[config.mk]
export PLATFORM = sky130hd
export DESIGN_NAME = idiv_post
export DESIGN_NICKNAME = d
export VERILOG_FILES = /design/src/rtl/idiv_pkg.sv /design/src/rtl/idiv_post.sv
export SDC_FILE = /design/constraint.sdc
export NUM_CORES = 1
export LEC_CHECK = 0
export BUFFER_PORTS_ARGS = -buffer_cell sky130_fd_sc_hd__clkbuf_2
export CORE_AREA = 4 4 101 103
export CTS_CLUSTER_SIZE = 14
export DETAILED_ROUTE_END_ITERATION = 8
export DIE_AREA = 0 0 105 107
export HOLD_SLACK_MARGIN = 0.03
export PLACE_DENSITY_LB_ADDON = 0.1
export SKIP_LAST_GASP = 1
export SLEW_MARGIN = 15
export SYNTH_ARGS = -nofsm -noshare
export SYNTH_HDL_FRONTEND = slang
export SYNTH_SLANG_ARGS = --single-unit
[constraint.sdc]
create_clock -name clk_i -period 2.15 [get_ports clk_i]
set_clock_uncertainty 0.2 [all_clocks]
set_input_delay 0.43 -clock clk_i [delete_from_list [all_inputs] [get_ports clk_i]]
set_output_delay 0.43 -clock clk_i [all_outputs]
set_load 0.02 [all_outputs]
[src/rtl/idiv_pkg.sv]
package idiv_pkg;

  // Operand and result width, and the width of the narrow modes.
  localparam int unsigned XLEN  = 64;
  localparam int unsigned WLEN  = 32;
  // One quotient bit per step stage.
  localparam int unsigned NSTEP = XLEN;

  typedef enum logic [1:0] {
    ACT_U64 = 2'd0,
    ACT_U32 = 2'd1,
    ACT_S64 = 2'd2,
    ACT_S32 = 2'd3
  } action_e;

  // Control that travels beside the data through every stage.
  typedef struct packed {
    logic neg;   // negate the magnitude quotient at the end
    logic zero;  // divisor was zero: force the quotient to zero
    logic sext;  // sign-extend from the narrow width
  } ctl_t;

  // rem: partial remainder; dq: dividend bits still to shift out at the top,
  // quotient bits shifting in at the bottom; dvs: divisor magnitude.
  typedef struct packed {
    ctl_t            ctl;
    logic [XLEN-1:0] rem;
    logic [XLEN-1:0] dq;
    logic [XLEN-1:0] dvs;
  } work_t;

endpackage

[src/rtl/idiv_post.sv]
module idiv_post (
  input  logic                      clk_i,
  input  logic                      rst_ni,
  input  logic                      en_i,
  input  logic                      valid_i,
  input  idiv_pkg::work_t           data_i,
  output logic                      valid_o,
  output logic [idiv_pkg::XLEN-1:0] quotient_o
);

  localparam int unsigned W = idiv_pkg::XLEN;
  localparam int unsigned H = idiv_pkg::WLEN;

  logic [W-1:0] mag_q_n;
  logic [W-1:0] quot_d;
  logic [W-1:0] quot_q;
  logic         valid_q;

  always_comb begin
    mag_q_n = data_i.ctl.neg ? ('0 - data_i.dq) : data_i.dq;
    if (data_i.ctl.zero) begin
      quot_d = '0;
    end else if (data_i.ctl.sext) begin
      quot_d = {{(W-H){mag_q_n[H-1]}}, mag_q_n[H-1:0]};
    end else begin
      quot_d = mag_q_n;
    end
  end

  always_ff @(posedge clk_i or negedge rst_ni) begin
    if (!rst_ni) begin
      valid_q <= 1'b0;
    end else if (en_i) begin
      valid_q <= valid_i;
    end
  end

  always_ff @(posedge clk_i) begin
    if (en_i && valid_i) begin
      quot_q <= quot_d;
    end
  end

  assign valid_o    = valid_q;
  assign quotient_o = quot_q;

  a_zero_div: assert property (@(posedge clk_i) disable iff (!rst_ni)
    en_i && valid_i && data_i.ctl.zero |=> quot_q == '0)
    else $error("divide by zero did not give zero");

  a_sext: assert property (@(posedge clk_i) disable iff (!rst_ni)
    en_i && valid_i && data_i.ctl.sext |=> quot_q[W-1:H] == {(W-H){quot_q[H-1]}})
    else $error("narrow signed quotient not sign-extended");

endmodule

==> out/metrics.csv <==
metric,value,unit
grt_use_met2,0.3621,
synth-seq-cells,65,
crit_chain,"clkbuf_2, or4_4, nor4_1, buf_4, nand4_4, o31ai_2, xor2_1, o21ai_0",
dpl.hpwl,8.829,mm
violations,setup timing,
layout.nets,828,
ys_warn_count,0,
slowest_stage,or4_4,
ys_seq_area_frac,0.4922,
die_w,105,um
clk_latency,330,ps
vias,3996,
finalSetupTns,-14940,ps
p_comb_frac,0.233,
clock_power_share,0.350,
cp-startpoint,data_i[98],
htree_levels,3,
crit_path_max_incr_delay,600,ps
fp.dieH,107,um
drc,0,
finalNonFillerCells,744,
synth.avg_cell_area,10.81,um2
cap_violations,0,
clock.fmax,382.3,MHz
nFillCells,672,
rsz0062_at_grt,true,
clock-root-buffer,clkbuf_8,
grt-ovfl-total,0,
grt_pass1_vias,3991,
worst_slack,-465.4,ps
io_buffers,135,
synth.top_cell.area_share,0.4859,
area_growth,69.69,%
start_util,0.4301,
fin_crit_sh,1.216,
tightest_slew,531.4,ps
hp-class,in -> reg,
synth_edf_count,64,
power_frac_seq,0.417,
final_cell_mix,"clkbuf_2, buf_4, edfxtp_1, xor2_1, nor2_1",
busiest_layer,met2,
endpoint_kind,flip-flop,
ir_worst_vdd,350.5,uV
syn_inst,366,
crit_arrival,2470,ps
finalSetupViolCount,54,
critPathBufInv,2,
placed_area,5655,um2
cts.sinks,65,
routed_wl,13.13,mm
drt_iter0_markers,193,
core,9196,um2
cp-start-kind,input pin,
total_power,3.701,mW
num_rows,35,
synth_nets,566,
path_max_fanout,5,
slew-limit-headroom,0.6458,
synthFlopType,edfxtp_1,
crit_family,simple AND/OR/NAND/NOR gates,
grt_antenna_before_repair,0,
grt_start_max_net_pins,65,
numCtsBuffers,9,
p_int,2.681,mW
die_area,11240,um2
viasPerCell,5.371,
syn_area,3955,um2
worstSetupPathType,in -> reg,
synthTopCellsByArea,"edfxtp_1, xor2_1, o21ai_0",
cts_buffer_depth,2,
globalplace.congestion,0.8613,
final_hold_viol_count,0,
post_drt_wl_per_cell,17.65,um
dr.pass1.iters,4,
clk_pin_slew_worst_paths,70,ps
drive_gt1_frac,0.5987,
p_sw_frac,0.2757,
synthArstFlopShare,0.01538,
use_met1,0.3244,
yosysUniqueCellTypes,43,
worstHoldStart,valid_i,
worst_r2r_startpoint,valid_o,
drv_slew,0,
outcome,"complete, but fails checks",
static-leakage-power,2.854,nW
use_met3,0.05539,
ios,264,
cts_tree,done,
place_inst,702,
postLayoutCellArea,6711,um2
grt_use_total,0.2313,
layout_commonest_cell,clkbuf_2,
seq_area,1947,um2
period_needed,2615,ps
cp.required,2010,ps
p_sw,1.021,mW
multi_input_area,2481,um2
yosysTopAreaCell,edfxtp_1,
grt_pass1_wl,20.64,mm
power_density,551.5,nW/um2
n_antenna_cell,0,
ant_nets,0,
power groups by stage:
| stage | Sequential (mW) | Clock (mW) | Combinational, mW |
|---|---|---|---|
| global placement | 1.57 | 0 | 0.754 |
| global route | 1.55 | 1.37 | 0.934 |
| finish | 1.54 | 1.30 | 0.864 |
| floorplan | 1.69 | 0 | 0.261 |
| detailed placement | 1.57 | 0 | 0.765 |
| CTS | 1.54 | 1.30 | 0.827 |
final cells by class:
| type | count | area share |
|---|---|---|
| Multi-Input combinational cell | 279 | 0.3697 |
| Sequential cell | 65 | 0.2901 |
| Timing Repair Buffer | 268 | 0.2782 |
| Clock buffer | 11 | 0.02107 |
| Tap cell | 111 | 0.02069 |
| Clock inverter | 5 | 0.01529 |
| Inverter | 5 | 0.005034 |
synthesized netlist by cell type, types with 5 or more instances:
cell type,instances
or2_2,7
nand2_1,21
o21ai_1,8
o41ai_1,5
or3_1,15
xor2_1,54
nor2_1,39
nor3_1,5
xnor2_1,5
o31ai_1,20
o21ai_0,40
or4_1,13
edfxtp_1,64
clkbuf_1,11
registers in the layout (all words and copies together) (netlist names):
signal      cells
quotient_o     64
valid_o         1
stage by stage:
step                      hold slack [ps]  worst slack, ps  utilization
after floorplan                    -65.59           -600.8            -
after global placement              4.968           -788.1       0.6150
after detailed placement            5.811           -871.3       0.6150
after CTS                           134.2           -390.7       0.6971
after global routing                134.4           -536.3       0.7298
final                               141.7           -465.4       0.7298
worst paths after layout:
kind	end	slack, ps	cells past startpoint
setup / recovery	quotient_o[58]	-470	8
hold / removal	valid_o	140	2
setup reg to reg	valid_o	1200	1
hold reg to reg	valid_o	320	1
max in group asynchronous	valid_o	1480	2
min in group asynchronous	valid_o	190	2
kinds of logic (layout without fill, tap and decap cells):
group / count (synthesis) / in the layout / synth area share
xor+xnor: 59 / 59 / 0.1307
mux: 3 / 3 / 0.007909
flops: 65 / 65 / 0.4922
simple gates: 130 / 131 / 0.1996
fa+ha+maj: 1 / 1 / 0.003163
buf+inv: 23 / 289 / 0.02878
compound gates: 85 / 85 / 0.1376
layer usage:
layer  wire length (um)  up-vias
li1                   -     1914
met1               6046     1934
met2               6128      136
met3                835       12
met4                119        0
met5                  0        -
what timing repair did:
item                                   4_1_cts  5_1_grt
setup endpoints to repair                   53       54
setup buffers                               17        9
gates resized for setup                     64       57
endpoints found under the hold margin        1        0
cloned                                       2        1
pin swaps                                   38       50
hold buffers                                 1        0
Power figures use the tool's default switching activity.
