--- src/rtl/idiv_pkg.sv ---
package idiv_pkg;

  // Operand and result width, and the width of the narrow modes.
  localparam int unsigned XLEN  = 64;
  localparam int unsigned WLEN  = 32;
  // One quotient bit per step stage.
  localparam int unsigned NSTEP = XLEN;

  typedef enum logic [1:0] {
    ACT_U64 = 2'd0,
    ACT_U32 = 2'd1,
    ACT_S64 = 2'd2,
    ACT_S32 = 2'd3
  } action_e;

  // Control that travels beside the data through every stage.
  typedef struct packed {
    logic neg;   // negate the magnitude quotient at the end
    logic zero;  // divisor was zero: force the quotient to zero
    logic sext;  // sign-extend from the narrow width
  } ctl_t;

  // rem: partial remainder; dq: dividend bits still to shift out at the top,
  // quotient bits shifting in at the bottom; dvs: divisor magnitude.
  typedef struct packed {
    ctl_t            ctl;
    logic [XLEN-1:0] rem;
    logic [XLEN-1:0] dq;
    logic [XLEN-1:0] dvs;
  } work_t;

endpackage

--- src/rtl/idiv_pre.sv ---
module idiv_pre (
  input  logic                      clk_i,
  input  logic                      rst_ni,
  input  logic                      en_i,
  input  logic                      valid_i,
  input  logic [1:0]                action_i,
  input  logic [idiv_pkg::XLEN-1:0] dividend_i,
  input  logic [idiv_pkg::XLEN-1:0] divisor_i,
  output logic                      valid_o,
  output idiv_pkg::work_t           data_o
);

  localparam int unsigned W = idiv_pkg::XLEN;
  localparam int unsigned H = idiv_pkg::WLEN;

  idiv_pkg::action_e act;
  logic              is32;
  logic              sgn;
  logic [W-1:0]      a;
  logic [W-1:0]      b;
  logic [W-1:0]      neg_a;
  logic [W-1:0]      neg_b;
  logic              na;
  logic              nb;
  idiv_pkg::work_t   data_d;
  idiv_pkg::work_t   data_q;
  logic              valid_q;

  always_comb begin
    act = idiv_pkg::action_e'(action_i);
    unique case (act)
      idiv_pkg::ACT_U64: begin is32 = 1'b0; sgn = 1'b0; end
      idiv_pkg::ACT_U32: begin is32 = 1'b1; sgn = 1'b0; end
      idiv_pkg::ACT_S64: begin is32 = 1'b0; sgn = 1'b1; end
      idiv_pkg::ACT_S32: begin is32 = 1'b1; sgn = 1'b1; end
      default:           begin is32 = 1'b0; sgn = 1'b0; end
    endcase

    // Narrow modes see only the low half, zero-extended.
    a = is32 ? {{(W-H){1'b0}}, dividend_i[H-1:0]} : dividend_i;
    b = is32 ? {{(W-H){1'b0}}, divisor_i[H-1:0]}  : divisor_i;
    neg_a = '0 - a;
    neg_b = '0 - b;
    na = sgn && (is32 ? a[H-1] : a[W-1]);
    nb = sgn && (is32 ? b[H-1] : b[W-1]);

    data_d.ctl.neg  = na ^ nb;
    data_d.ctl.zero = (b == '0);
    data_d.ctl.sext = is32 && sgn;
    data_d.rem      = '0;
    data_d.dq       = na ? (is32 ? {{(W-H){1'b0}}, neg_a[H-1:0]} : neg_a) : a;
    data_d.dvs      = nb ? (is32 ? {{(W-H){1'b0}}, neg_b[H-1:0]} : neg_b) : b;
  end

  always_ff @(posedge clk_i or negedge rst_ni) begin
    if (!rst_ni) begin
      valid_q <= 1'b0;
    end else if (en_i) begin
      valid_q <= valid_i;
    end
  end

  always_ff @(posedge clk_i) begin
    if (en_i && valid_i) begin
      data_q <= data_d;
    end
  end

  assign valid_o = valid_q;
  assign data_o  = data_q;

endmodule

--- config.mk ---
export PLATFORM = sky130hd
export DESIGN_NAME = idiv_pre
export DESIGN_NICKNAME = d
export VERILOG_FILES = /design/src/rtl/idiv_pkg.sv /design/src/rtl/idiv_pre.sv
export SDC_FILE = /design/constraint.sdc
export NUM_CORES = 1
export LEC_CHECK = 0
export ABC_AREA = 1
export BUFFER_PORTS_ARGS = -buffer_cell sky130_fd_sc_hd__buf_4
export CELL_PAD_IN_SITES_DETAIL_PLACEMENT = 2
export CELL_PAD_IN_SITES_GLOBAL_PLACEMENT = 2
export CORE_ASPECT_RATIO = 0.5
export CORE_MARGIN = 2
export CORE_UTILIZATION = 25
export CTS_CLUSTER_DIAMETER = 50
export CTS_CLUSTER_SIZE = 16
export DETAILED_ROUTE_END_ITERATION = 12
export PLACE_DENSITY_LB_ADDON = 0.1
export SLEW_MARGIN = 0
export SYNTH_ARGS = -nofsm -noshare
export SYNTH_HDL_FRONTEND = slang
export SYNTH_SLANG_ARGS = --single-unit
--- constraint.sdc ---
create_clock -name clk_i -period 0.8 [get_ports clk_i]
set_input_delay 0.08 -clock clk_i [delete_from_list [all_inputs] [get_ports clk_i]]
set_output_delay 0.08 -clock clk_i [all_outputs]
set_load 0.01 [all_outputs]
==> results_dict.tcl <==
set metrics [dict create \
    outcome "finished with violations" \
    violations "hold timing, setup timing" \
    gp_congestion 0.862 \
    crit_path_cell_trace "buf_4, nor2_2, nand2_1, buf_4, o21ai_4, nand2_4, nor2_4, nand4_1, nand2_1, nand2_1, nor2_1" \
    dp_cells 2355 \
    synth_area_per_cell_um2 7.37 \
    worstSetupStartpoint "divisor_i[7]" \
    rr_worst_depth 2 \
    cts_buffer_depth 2 \
    avgViaCountPerCell 4.76 \
    antenna_left 0 \
    crit_path_end "data_o[50]" \
    cap_violations 0 \
    first_pass_iters 5 \
    clockRootBuffer "clkbuf_16" \
    areaGrowthSynthToFinish_pct 87.5 \
    cp-end-kind "flip-flop" \
    slew_viol_final 0 \
    grtUsageTotal 0.256 \
    layout.cells.most_common "buf_4" \
    overflow 0 \
    die-area_um2 39900 \
    critPathRequiredTime_ps 1100 \
    path_clk_slew_ps 70 \
    seq_area_frac_synth 0.414 \
    synth_warnings 0 \
    drive_above_1_share 0.545 \
    cts_max_level 4 \
    vias 11700 \
    cpMostUsedCell "nand2_1" \
    synth_cell_types 37 \
    cp_max_fo 3 \
    cp_slowest_cell "o21ai_4" \
    whs_ps -63.5 \
    hold_viol 1 \
    slowest_delay_ps 220 \
    grt_pass1_wl_um 77300 \
    row_count 50 \
    rsz0062_at_grt "true" \
    drt-total-wl_um 56700 \
    synth_area_leaders "edfxtp_1, nand2_1, nor2_1" \
    final_cell_mix "buf_4, nand2_1, edfxtp_1" \
    drt_iter0_markers 511 \
    die_x_um 281 \
    total_power_uw 26000 \
    r2r_start "valid_o" \
    syn_area_um2 9560 \
    p_leak_uw 0.00786 \
    port_buffers 265 \
    fin_setup_tns_ps -141760 \
    die_h_um 142 \
    crit_arrival_ps 1770 \
    hold_path.class "in -> reg" \
    syn_inst 1298 \
    drcViolationCount 0 \
    initial_core_util 0.255 \
    power.density_nw_per_um2 1450 \
    antenna_found_initial 0 \
    period_share 1.83 \
    grt_max_degree 35 \
    avgRoutedWirePerCell_um 23.0 \
    min_period_ps 1460 \
    fin_nets 2097 \
    cts_buffers 17 \
    start_kind "input pin" \
    hpwlAfterDp_um 38500 \
    max_freq_mhz 684 \
    setup_ws_ps -663 \
    setup_violations 391 \
    first_global_vias 13100 \
    antennaDiodeCount 0 \
    fin_cells 2467 \
    irDropWorstVdd_mv 0.983 \
    ioPinCount 330 \
    yosysTopAreaCell "edfxtp_1" \
    r2r_slack_ps 40 \
    synth_seq_cells 132 \
    crit_buf_inv 2 \
    critical_path_class "in -> reg" \
    core_area_um2 37500 \
    cp_top_family "simple AND/OR/NAND/NOR gates" \
    skew_ps 0 \
    clkSinkCount 132 \
    cts_tree "done" \
    path_depth 11 \
    clk_latency_ps 450 \
    synthDominantCellAreaShare 0.411 \
    r2r_end "valid_o" \
]
[through the flow]
stage | utilization | setup slack (ps) | cell area, um^2
after global routing | 0.478 | -680 | 17900
after detailed placement | 0.404 | -1160 | 15200
after CTS | 0.459 | -480 | 17200
after global placement | 0.404 | -1080 | 15200
final | 0.478 | -663 | 17900
after floorplan | - | -1640 | 10800
[cell families after synthesis]
logic type | count (synthesis) | share of synthesized area
AOI/OAI and AO/OA | 154 | 0.0866
buffers and inverters | 185 | 0.110
xor gates and xnor gates | 60 | 0.0550
DFF | 132 | 0.414
other | 1 | 0.000392
adders and majority gates | 2 | 0.00262
and+or+nand+nor | 764 | 0.331
[per-layer routing]
layer / track usage / part of all wire
met3: 0.0340 / 0.026
met5: 0 / 0
met1: 0.294 / 0.40
met2: 0.488 / 0.54
met4: 0.0878 / 0.028
[repair_timing]
action,CTS,global route
pin swaps,72,66
hold endpoints to repair,29,1
gates resized for setup,241,126
gates cloned,3,4
hold buffers,30,1
setup endpoints to repair,260,391
buffers inserted,25,19
[worst reg2reg max path: stages, from the launching register on]
cell and delay (ps):
dfrtp_1 390, inv_1 70, o21ai_0 210
[synth_stat cells]
master	n
a21boi_0	1
a21oi_1	42
a21oi_4	1
a31oi_1	1
and3_1	1
buf_1	1
buf_2	16
buf_4	64
buf_6	11
buf_8	1
clkbuf_1	3
conb_1	1
dfrtp_1	1
edfxtp_1	131
ha_1	2
inv_1	86
inv_2	2
inv_4	1
nand2_1	373
nand2_2	15
nand2_4	3
nand3_1	62
nand3_2	4
nand3b_1	1
nand4_1	27
nor2_1	257
nor2_2	14
nor2_4	3
nor3_1	3
nor4_1	1
o21ai_0	84
o21ai_1	15
o21ai_2	7
o21ai_4	1
o31ai_1	2
xnor2_1	21
xor2_1	39
[worst min path at each step]
stage                       start      end  slack (ps)  cells past startpoint
final                     valid_i  valid_o         -60                      3
after global routing      valid_i  valid_o         -60                      3
after CTS                 valid_i  valid_o        -130                      3
after detailed placement   rst_ni  valid_o        -140                      1
after global placement     rst_ni  valid_o        -140                      1
after floorplan            rst_ni  valid_o        -220                      0
[sequential cells by signal, indices dropped and copies added, names as in the netlist]
signal	count
data_o	131
valid_o	1
[report_power, final]
part	internal (uW)	total, uW	switching, uW	leakage (uW)
clock	4880	8630	3740	0.000279
sequential	8350	8620	264	0.00120
combinational	3990	8800	4810	0.00638
[final cells by class]
cell class | instances | area [um^2]
fill | 4084 | 19600
sequential | 132 | 3960
timing repair buffer | 677 | 5830
tap | 494 | 618
clock buffer | 18 | 429
multi-input combinational | 1044 | 6550
inverter | 89 | 388
clock inverter | 13 | 161
Note: power is estimated with default switching activity, not from simulation.
